[config.mk]
export PLATFORM = sky130hd
export DESIGN_NAME = ibanchk_back_flat
export DESIGN_NICKNAME = d
export VERILOG_FILES = /design/src/sv/ibanchk_pkg.sv /design/src/sv/ibanchk_if.sv /design/src/sv/ibanchk_back.sv /design/src/flat_wrapper.sv
export SDC_FILE = /design/constraint.sdc
export NUM_CORES = 1
export LEC_CHECK = 0
export ABC_AREA = 1
export BUFFER_PORTS_ARGS = -buffer_cell sky130_fd_sc_hd__buf_4
export CAP_MARGIN = 10
export CORE_ASPECT_RATIO = 0.8
export CORE_MARGIN = 2
export CORE_UTILIZATION = 25
export CTS_CLUSTER_SIZE = 24
export DETAILED_ROUTE_END_ITERATION = 6
export PLACE_DENSITY = 0.49
export SLEW_MARGIN = 30
export SYNTH_ARGS = -nofsm -noshare
export SYNTH_HDL_FRONTEND = slang
export SYNTH_SLANG_ARGS = --single-unit
[constraint.sdc]
create_clock -name clk_i -period 13.1 [get_ports clk_i]
set_input_delay 1.31 -clock clk_i [delete_from_list [all_inputs] [get_ports clk_i]]
set_output_delay 1.31 -clock clk_i [all_outputs]
set_load 0.05 [all_outputs]
[src/sv/ibanchk_pkg.sv]
// ibanchk_pkg: shared types, constants and mod-97 step tables for the IBAN checker.
// No dependencies; every other design file of the block refers to it by scoped names, the testbench imports it.
package ibanchk_pkg;

  // Field widths
  localparam int CHAR_W = 8;
  localparam int VAL_W  = 6;
  localparam int REM_W  = 7;
  localparam int CNT_W  = 6;
  localparam int PROD_W = 2 * REM_W;

  // Check constants
  localparam logic [REM_W-1:0] MODULUS    = 7'd97;
  localparam logic [CNT_W-1:0] LEN_MIN    = 6'd15;
  localparam logic [CNT_W-1:0] LEN_MAX    = 6'd34;
  localparam logic [CNT_W-1:0] PREFIX_LEN = 6'd4;
  localparam logic [CNT_W-1:0] COUNT_SAT  = 6'd35;

  // Decoupling queue between classifier and arithmetic
  localparam int QUEUE_DEPTH = 2;
  localparam int QPTR_W      = $clog2(QUEUE_DEPTH);
  localparam int QCNT_W      = $clog2(QUEUE_DEPTH + 1);

  // Character class
  typedef enum logic [1:0] {
    KIND_NONE   = 2'd0,
    KIND_DIGIT  = 2'd1,
    KIND_LETTER = 2'd2
  } kind_e;

  // Classified character as it travels through the queue
  typedef struct packed {
    kind_e             kind;
    logic [VAL_W-1:0]  value;
    logic              last;
  } item_t;

  // Table over all residues 0..96
  typedef logic [96:0][REM_W-1:0] rem_tbl_t;

  // Builds r -> (r * k) mod 97 by repeated addition of k mod 97
  function automatic rem_tbl_t build_step_tbl(input logic [REM_W-1:0] step);
    rem_tbl_t         tbl;
    logic [REM_W:0]   acc;
    tbl[0] = '0;
    for (int i = 1; i < 97; i++) begin
      acc = {1'b0, tbl[i-1]} + {1'b0, step};
      if (acc >= {1'b0, MODULUS}) begin
        acc = acc - {1'b0, MODULUS};
      end
      tbl[i] = acc[REM_W-1:0];
    end
    return tbl;
  endfunction

  // 10 mod 97, 100 mod 97 = 3, 128 mod 97 = 31
  localparam rem_tbl_t TIMES10_TBL  = build_step_tbl(7'd10);
  localparam rem_tbl_t TIMES100_TBL = build_step_tbl(7'd3);
  localparam rem_tbl_t TIMES128_TBL = build_step_tbl(7'd31);

  // One conditional subtract for values below twice the modulus
  function automatic logic [REM_W-1:0] reduce_once(input logic [REM_W:0] s);
    logic [REM_W:0] r;
    r = (s >= {1'b0, MODULUS}) ? s - {1'b0, MODULUS} : s;
    return r[REM_W-1:0];
  endfunction

endpackage

[src/sv/ibanchk_if.sv]


interface ibanchk_res_if;
  logic                          valid;
  logic                          ready;
  logic                          valid_res;
  logic                          length_bad;
  logic [ibanchk_pkg::REM_W-1:0] final_remainder;

  modport source (output valid, output valid_res, output length_bad,
                  output final_remainder, input ready);
  modport sink (input valid, input valid_res, input length_bad,
                input final_remainder, output ready);
endinterface

[src/sv/ibanchk_back.sv]
// ibanchk_back: mod-97 remainder update per character and the final rotation.
// Depends on ibanchk_pkg and ibanchk_if; pulls items from ibanchk_queue.
module ibanchk_back (
  input  logic                clk_i,
  input  logic                rst_ni,
  input  logic                item_valid_i,
  input  ibanchk_pkg::item_t  item_i,
  output logic                item_ready_o,
  ibanchk_res_if.source       res_o
);

  localparam int REM_W  = ibanchk_pkg::REM_W;
  localparam int CNT_W  = ibanchk_pkg::CNT_W;
  localparam int PROD_W = ibanchk_pkg::PROD_W;

  // Running candidate state
  logic [CNT_W-1:0]  cnt_q, cnt_d;
  logic [REM_W-1:0]  body_q, body_d;
  logic [REM_W-1:0]  pre_q, pre_d;
  logic [REM_W-1:0]  pow_q, pow_d;

  // Finish pipeline: snapshot, product, output
  logic              fin_v_q, fin_v_d;
  logic [REM_W-1:0]  fin_body_q, fin_pow_q, fin_pre_q;
  logic              fin_bad_q;
  logic              prod_v_q, prod_v_d;
  logic [PROD_W-1:0] prod_q, prod_d;
  logic              prod_bad_q;
  logic              out_v_q, out_v_d;
  logic [REM_W-1:0]  out_rem_q, out_rem_d;
  logic              out_bad_q;

  logic              kept, letter, in_prefix, pop;
  logic              fin_load, prod_load, out_load;
  logic              fin_ready, prod_ready, out_ready;
  logic [REM_W-1:0]  rem_sel, scaled, rem_new, pow_new;
  logic [REM_W-1:0]  body_upd, pre_upd, pow_upd;
  logic [CNT_W-1:0]  cnt_upd;
  logic              bad_upd;
  logic [REM_W-1:0]  lo_red, hi_red;

  // Stage handshakes
  assign out_ready    = !out_v_q || res_o.ready;
  assign prod_ready   = !prod_v_q || out_ready;
  assign fin_ready    = !fin_v_q || prod_ready;
  assign item_ready_o = !(item_valid_i && item_i.last) || fin_ready;
  assign pop          = item_valid_i && item_ready_o;
  assign fin_load     = pop && item_i.last;
  assign prod_load    = fin_v_q && prod_ready;
  assign out_load     = prod_v_q && out_ready;

  // One shared remainder step: prefix while fewer than four kept, body after
  always_comb begin
    kept      = (item_i.kind != ibanchk_pkg::KIND_NONE);
    letter    = (item_i.kind == ibanchk_pkg::KIND_LETTER);
    in_prefix = (cnt_q < ibanchk_pkg::PREFIX_LEN);
    rem_sel   = in_prefix ? pre_q : body_q;
    scaled    = letter ? ibanchk_pkg::TIMES100_TBL[rem_sel] : ibanchk_pkg::TIMES10_TBL[rem_sel];
    rem_new   = ibanchk_pkg::reduce_once({1'b0, scaled} + {2'b00, item_i.value});
    pow_new   = letter ? ibanchk_pkg::TIMES100_TBL[pow_q] : ibanchk_pkg::TIMES10_TBL[pow_q];
    body_upd  = (kept && !in_prefix) ? rem_new : body_q;
    pre_upd   = (kept && in_prefix) ? rem_new : pre_q;
    pow_upd   = (kept && in_prefix) ? pow_new : pow_q;
    cnt_upd   = (kept && (cnt_q < ibanchk_pkg::COUNT_SAT)) ? cnt_q + 1'b1 : cnt_q;
    bad_upd   = (cnt_upd < ibanchk_pkg::LEN_MIN) || (cnt_upd > ibanchk_pkg::LEN_MAX);
  end

  // Next state: a closing character restarts the candidate
  always_comb begin
    cnt_d  = cnt_q;
    body_d = body_q;
    pre_d  = pre_q;
    pow_d  = pow_q;
    if (pop) begin
      if (item_i.last) begin
        cnt_d  = '0;
        body_d = '0;
        pre_d  = '0;
        pow_d  = REM_W'(1);
      end else begin
        cnt_d  = cnt_upd;
        body_d = body_upd;
        pre_d  = pre_upd;
        pow_d  = pow_upd;
      end
    end
  end

  // Valid flags of the finish pipeline
  always_comb begin
    fin_v_d  = fin_load ? 1'b1 : (prod_load ? 1'b0 : fin_v_q);
    prod_v_d = prod_load ? 1'b1 : (out_load ? 1'b0 : prod_v_q);
    out_v_d  = out_load ? 1'b1 : (res_o.ready ? 1'b0 : out_v_q);
  end

  // Rotation: body * 10^prefix_digits + prefix, then mod 97 split at bit 7
  always_comb begin
    prod_d    = (PROD_W'(fin_body_q) * PROD_W'(fin_pow_q)) + PROD_W'(fin_pre_q);
    lo_red    = ibanchk_pkg::reduce_once({1'b0, prod_q[REM_W-1:0]});
    hi_red    = ibanchk_pkg::TIMES128_TBL[prod_q[PROD_W-1:REM_W]];
    out_rem_d = ibanchk_pkg::reduce_once({1'b0, hi_red} + {1'b0, lo_red});
  end

  always_ff @(posedge clk_i or negedge rst_ni) begin
    if (!rst_ni) begin
      cnt_q    <= '0;
      body_q   <= '0;
      pre_q    <= '0;
      pow_q    <= REM_W'(1);
      fin_v_q  <= 1'b0;
      prod_v_q <= 1'b0;
      out_v_q  <= 1'b0;
    end else begin
      cnt_q    <= cnt_d;
      body_q   <= body_d;
      pre_q    <= pre_d;
      pow_q    <= pow_d;
      fin_v_q  <= fin_v_d;
      prod_v_q <= prod_v_d;
      out_v_q  <= out_v_d;
    end
  end

  // Payload registers of the finish pipeline
  always_ff @(posedge clk_i) begin
    if (fin_load) begin
      fin_body_q <= body_upd;
      fin_pow_q  <= pow_upd;
      fin_pre_q  <= pre_upd;
      fin_bad_q  <= bad_upd;
    end
    if (prod_load) begin
      prod_q     <= prod_d;
      prod_bad_q <= fin_bad_q;
    end
    if (out_load) begin
      out_rem_q  <= out_rem_d;
      out_bad_q  <= prod_bad_q;
    end
  end

  assign res_o.valid           = out_v_q;
  assign res_o.final_remainder = out_rem_q;
  assign res_o.length_bad      = out_bad_q;
  assign res_o.valid_res       = !out_bad_q && (out_rem_q == REM_W'(1));

endmodule

[src/flat_wrapper.sv]
// flat-port wrapper written by rule: the top's interface ports become plain ports
module ibanchk_back_flat 
  (clk_i, rst_ni, item_valid_i, item_i, item_ready_o, res_o_valid, res_o_valid_res, res_o_length_bad, res_o_final_remainder, res_o_ready);
  ibanchk_res_if res_o_i ();
  input  logic clk_i;
  input  logic rst_ni;
  input  logic item_valid_i;
  input  ibanchk_pkg::item_t item_i;
  output logic item_ready_o;
  output wire logic [$bits(res_o_i.valid)-1:0] res_o_valid;
  output wire logic [$bits(res_o_i.valid_res)-1:0] res_o_valid_res;
  output wire logic [$bits(res_o_i.length_bad)-1:0] res_o_length_bad;
  output wire logic [$bits(res_o_i.final_remainder)-1:0] res_o_final_remainder;
  input wire logic [$bits(res_o_i.ready)-1:0] res_o_ready;
  assign res_o_valid = res_o_i.valid;
  assign res_o_valid_res = res_o_i.valid_res;
  assign res_o_length_bad = res_o_i.length_bad;
  assign res_o_final_remainder = res_o_i.final_remainder;
  assign res_o_i.ready = res_o_ready;
  ibanchk_back u_core (.clk_i(clk_i), .rst_ni(rst_ni), .item_valid_i(item_valid_i), .item_i(item_i), .item_ready_o(item_ready_o), .res_o(res_o_i));
endmodule
== Word-level counts from Yosys, hierarchy flattened ==
Memories as Yosys holds them, arrays and structs flattened. A register that Yosys moved wholly into a read port is not among the register bits.
Cells that the tools add are included.

* Add/sub/neg operators: 7
* $mul: 1
* $lt $le $gt $ge: 10
* Equal/unequal tests: 2
* Multiplexer cells: 26
* Reduce and logical (&&, ||, !) cells: 24

{| class="wikitable"
|+ Operators by type and width
! operator !! number
|-
| 7-bit two-way mux || 18
|-
| 7-bit by 8-bit < comparator with 1-bit output (second input constant) || 3
|-
| 7-bit subtractor (second input constant) || 3
|-
| 8-bit by 7-bit greater-or-equal comparator with 1-bit output (second input constant) || 2
|-
| 14-bit by 7-bit adder with 14-bit output || 1
|-
| 7-bit by 7-bit multiplier with 14-bit output || 1
|-
| 6-bit two-way mux || 2
|-
| 1-bit logical AND || 9
|-
| 7-bit by 6-bit adder with 8-bit output || 1
|-
| 7-bit by 7-bit adder with 8-bit output || 1
|-
| 2-bit nonzero test || 4
|-
| 7-bit by 1-bit == test with 1-bit output (second input constant) || 1
|-
| 7-bit greater-or-equal comparator (second input constant) || 1
|-
| 6-bit by 1-bit adder with 6-bit output (second input constant) || 1
|-
| 6-bit > comparator (second input constant) || 1
|-
| 1-bit logical NOT || 6
|-
| 6-bit by 3-bit < comparator with 1-bit output (second input constant) || 1
|-
| 6-bit by 4-bit < comparator with 1-bit output (second input constant) || 1
|-
| 6-bit < comparator (second input constant) || 1
|-
| 1-bit two-way mux || 6
|-
| 1-bit logical OR || 5
|-
| 2-bit == test (second input constant) || 1
|}

* Flip-flop bits (word level): 75
* ROM bits: 4,480
* Input bits: 13
* Output and inout bits: 11
* Word-level logic and storage cells: 90
* Memories kept: 5

{| class="wikitable"
|+ Memories
! name !! depth !! width !! rd ports !! clocked after Yosys merged registers in !! write ports !! line !! source
|-
| (name not given) || 128 || 7 || 1 || 0 || 0 || ibanchk_back.sv:58 || <nowiki>scaled = letter ? ibanchk_pkg::TIMES100_TBL[rem_sel] : ibanchk_pkg::TIMES10_TBL[rem_sel];</nowiki>
|-
| (name not given) || 128 || 7 || 1 || 0 || 0 || ibanchk_back.sv:58 ||
|-
| (name not given) || 128 || 7 || 1 || 0 || 0 || ibanchk_back.sv:60 || <nowiki>pow_new = letter ? ibanchk_pkg::TIMES100_TBL[pow_q] : ibanchk_pkg::TIMES10_TBL[pow_q];</nowiki>
|-
| (name not given) || 128 || 7 || 1 || 0 || 0 || ibanchk_back.sv:60 ||
|-
| (name not given) || 128 || 7 || 1 || 1 || 0 || ibanchk_back.sv:100 || <nowiki>hi_red = ibanchk_pkg::TIMES128_TBL[prod_q[PROD_W-1:REM_W]];</nowiki>
|}

== Longest topological paths before layout ==
* Depth after elaboration: 10
* Gate-level depth with buffers: 32

== Worst setup path after synthesis ==
Ideal clock, no wire load.

* Path kind: register -> register
* Start: register u_core.fin_pow_q[6]
* End: register, netlist name u_core.hi_red[0]
* Setup time: 118 ps
* Arrival: 5,030 ps
* Data required time: 12,982 ps
* Slack: 7,952 ps
* Stages on the path, launching flop included: 26
* Buffers on the path: 0
* Clock period less this slack: 5,148 ps
* Path through: edfxtp_1 nand2_1 fa_1 fa_1 inv_1 fa_1 inv_1 fa_1 inv_1 ha_1 nand2_1 inv_1 a21oi_1 xor2_1 o21ai_0 inv_1 ha_1 or2_2 nand3_1 nand2_1 nand2_1 nand2_1 inv_1 nand2_1 nand3_1 o21ai_1

{| class="wikitable"
|+ RTL lines
! element !! line !! source
|-
| start, declared || ibanchk_back.sv:24 || <nowiki>logic [REM_W-1:0] fin_body_q, fin_pow_q, fin_pre_q;</nowiki>
|-
| start signal, assigned || ibanchk_back.sv:128 || <nowiki>fin_pow_q <= pow_upd;</nowiki>
|}

==> run summary <==
Dominant synthesized flop cell: edfxtp_1
Worst setup EP type: flip-flop
Final Setup Violations: 0
GRT overflow: 0
Syn Nets: 1,513
Clock Skew: 0.00943 ns
Routed len/inst: 14.0 um
Hold Fails Final Rpt: 0
CP dominant cell by count: nand2_1
Port Buffers: 23
Worst setup SP type: flip-flop
Fin Setup TNS: 0 ns
FP Rows: 64
Share of layout cells above drive strength 1: 6.84%
Post-synth EDFFs: 45
Post-synthesis xor/xnor area fraction: 2.94%
Reg2Reg Depth: 26
Synth top cells by count: 341 x nand2_1, 222 x inv_1, 120 x nand3_1
Post-CTS Hold Buffers: 0
RSZ-0062 raised after global routing: false
Routed wire length: 26,400 um
First-pass detailed-route iteration total: 5
Number of global-route vias before repair: 8,431
Total CTS buffers: 9
Reg2reg setup slack: 7.40 ns
Die span in y: 179 um
Syn_area_per_cell: 6.88 um2
Gr usage total: 13.5%
Synth Cell Area: 9550 um2
DRC: 0
Antenna viol nets, final: 0
WHS Path Cells: 0
WHS Endpoint: u_core.prod_bad_q
Mux share of post-synthesis cell area: 0%
FILL cells: 4,220
Fmax: 0.176 GHz
CTS sink cnt: 82
Initial core utilization: 25.2%
Worst r2r src: u_core.fin_pow_q[6]
FFs w/ async S/R, synth: 36.6%
CORE AREA: 38,000 um2
Crit Path Class: flip-flop to flip-flop
Die width: 223 um
Simple-gate share of the synthesized area: 28.0%
Slowest stage cell, crit path: o21ai_0
Largest net degree at the start of global routing: 33
Worst-Margin Slew: 0.885 ns
Antenna cells: 0
Postcts setup bufs: 0
Largest family of logic cells by synthesized area: simple AND/OR/NAND/NOR gates
Register area share after synthesis: 23.5%
Synthesis Warnings: 0
Status: finished, final reports clean
Slowest stage delay, CP: 0.59 ns
Drt initial violations: 738
Top cell type's share of synthesized area: 14.2%
Max-slew violations: 0
Resize count post-CTS: 0
Syn Inst Count: 1,388
Cell variety after synth: 60
Vias: 9,008
Worst-path maximum fanout: 7
Reg-to-Reg End: u_core.hi_red[0]
Top-count cell post-synth: nand2_1
Synth top area cells: edfxtp_1 14%, nand2_1 13%, ha_1 10%
Hold path start: u_core.fin_bad_q
Die area: 39,800 um2
CTS tree: done
Clk_lat worst skew: 0.36 ns
Max-cap viol count: 0
Detailed Place HPWL: 20,400 um
First-pass GRT wire length: 43,900 um
Vias/cell: 4.78
Fin crit share: 43.5%
Synth-to-Final Area Change: 10.1%
Cell family with most CP delay: adder cells
Post-synthesis register bit count: 82
Buf/Inv on CP: 6
IO Count: 24
Period minus WS final: 5.70 ns
Clock Path Buffers: 2
Nets: 1,508
Placer Congestion: 0.862
Post-Synth Adder-Cell Area: 17.3%
CTS clk-pin slew, worst paths: 0.07 ns
Type of the tightest min-delay check: flip-flop to flip-flop
Initial antenna violation count: 0
Root Buffer Master: clkbuf_16
Required time worst endpoint: 13.39 ns
Arrival time worst endpoint: 5.99 ns
Max-slew headroom: 40.9%
Compound-Gate Fraction of Synth Area: 17.1%
Max H-tree Level: 3
Leading area contributor after synthesis: edfxtp_1
==> cells in the final DEF (no fill, tap or decap), types with 14 or more instances in the layout <==
cell,count
a21oi_1,65
nand2_1,341
o21ai_0,87
edfxtp_1,45
ha_1,79
o21ai_1,14
xor2_1,26
buf_4,29
fa_1,33
or2_2,15
dfrtp_1,29
nor2_1,90
inv_1,221
nand3_1,120
==> registers in the layout, summed over array words and instances (netlist names) <==
| register | cells |
|---|---|
| u_core.pre_q | 7 |
| u_core.res_o.final_remainder | 7 |
| u_core.prod_bad_q | 1 |
| u_core.fin_bad_q | 1 |
| u_core.fin_v_q | 1 |
| u_core.fin_pre_q | 7 |
| u_core.res_o.length_bad | 1 |
| u_core.fin_body_q | 7 |
| u_core.pow_q | 7 |
| u_core.body_q | 7 |
| u_core.cnt_q | 6 |
| u_core.res_o.valid | 1 |
| u_core.fin_pow_q | 7 |
| u_core.prod_v_q | 1 |
| u_core.hi_red | 7 |
| u_core.prod_q | 14 |
==> logic make-up after synthesis <==
| family | after synthesis |
|---|---|
| AND/OR/NAND/NOR | 619 |
| buffers and inverters | 277 |
| AO/OA/AOI/OAI | 266 |
| adder cells (fa/ha/maj) | 112 |
| flip-flops | 82 |
| XOR/XNOR | 32 |
==> final cells by class <==
type | instances | area (um2) | area share [%]
Clock buffer | 9 | 225 | 2.14
Inverter | 232 | 871 | 8.28
Sequential cell | 82 | 2240 | 21.3
Timing Repair Buffer | 29 | 218 | 2.07
Clock inverter | 7 | 100 | 0.952
Tap cell | 495 | 619 | 5.89
Multi-Input combinational cell | 1029 | 6240 | 59.3
==> through the flow <==
step                      setup slack, ns  hold slack (ns)  std cells  instance area, um2  utilization [%]
after floorplan                      7.95            0.400       1388                9550                -
after global placement               7.40            0.402       1867               10200             26.8
after detailed placement             7.39            0.410       1867               10200             26.8
after CTS                            7.38            0.425       1883               10500             27.7
after global routing                 6.94            0.453       1883               10500             27.7
final                                7.40            0.427       1883               10500             27.7
==> per-layer routing <==
| metal | up-vias | wire (um) | track usage, % |
|---|---|---|---|
| met2 | 265 | 11200 | 20.4 |
| met3 | 27 | 1480 | 2.18 |
| li1 | 4558 | - | - |
| met1 | 4158 | 13400 | 19.9 |
| met5 | - | 0 | 0 |
| met4 | 0 | 341 | 3.41 |
==> worst max path at each step <==
stage / start / endpoint / slack [ns] / cells past startpoint
after floorplan: u_core.fin_pow_q[6] / u_core.hi_red[0] / 7.95 / 25
after global placement: u_core.fin_pow_q[6] / u_core.hi_red[0] / 7.40 / 25
after detailed placement: u_core.fin_body_q[3] / u_core.hi_red[5] / 7.39 / 25
after CTS: u_core.fin_body_q[3] / u_core.hi_red[0] / 7.38 / 26
after global routing: u_core.fin_pow_q[6] / u_core.hi_red[0] / 6.94 / 26
final: u_core.fin_pow_q[6] / u_core.hi_red[0] / 7.40 / 26
Power is left out: the tool's default activity adds up to more than one toggle a clock period on the data nets, which glitch-free logic cannot reach.
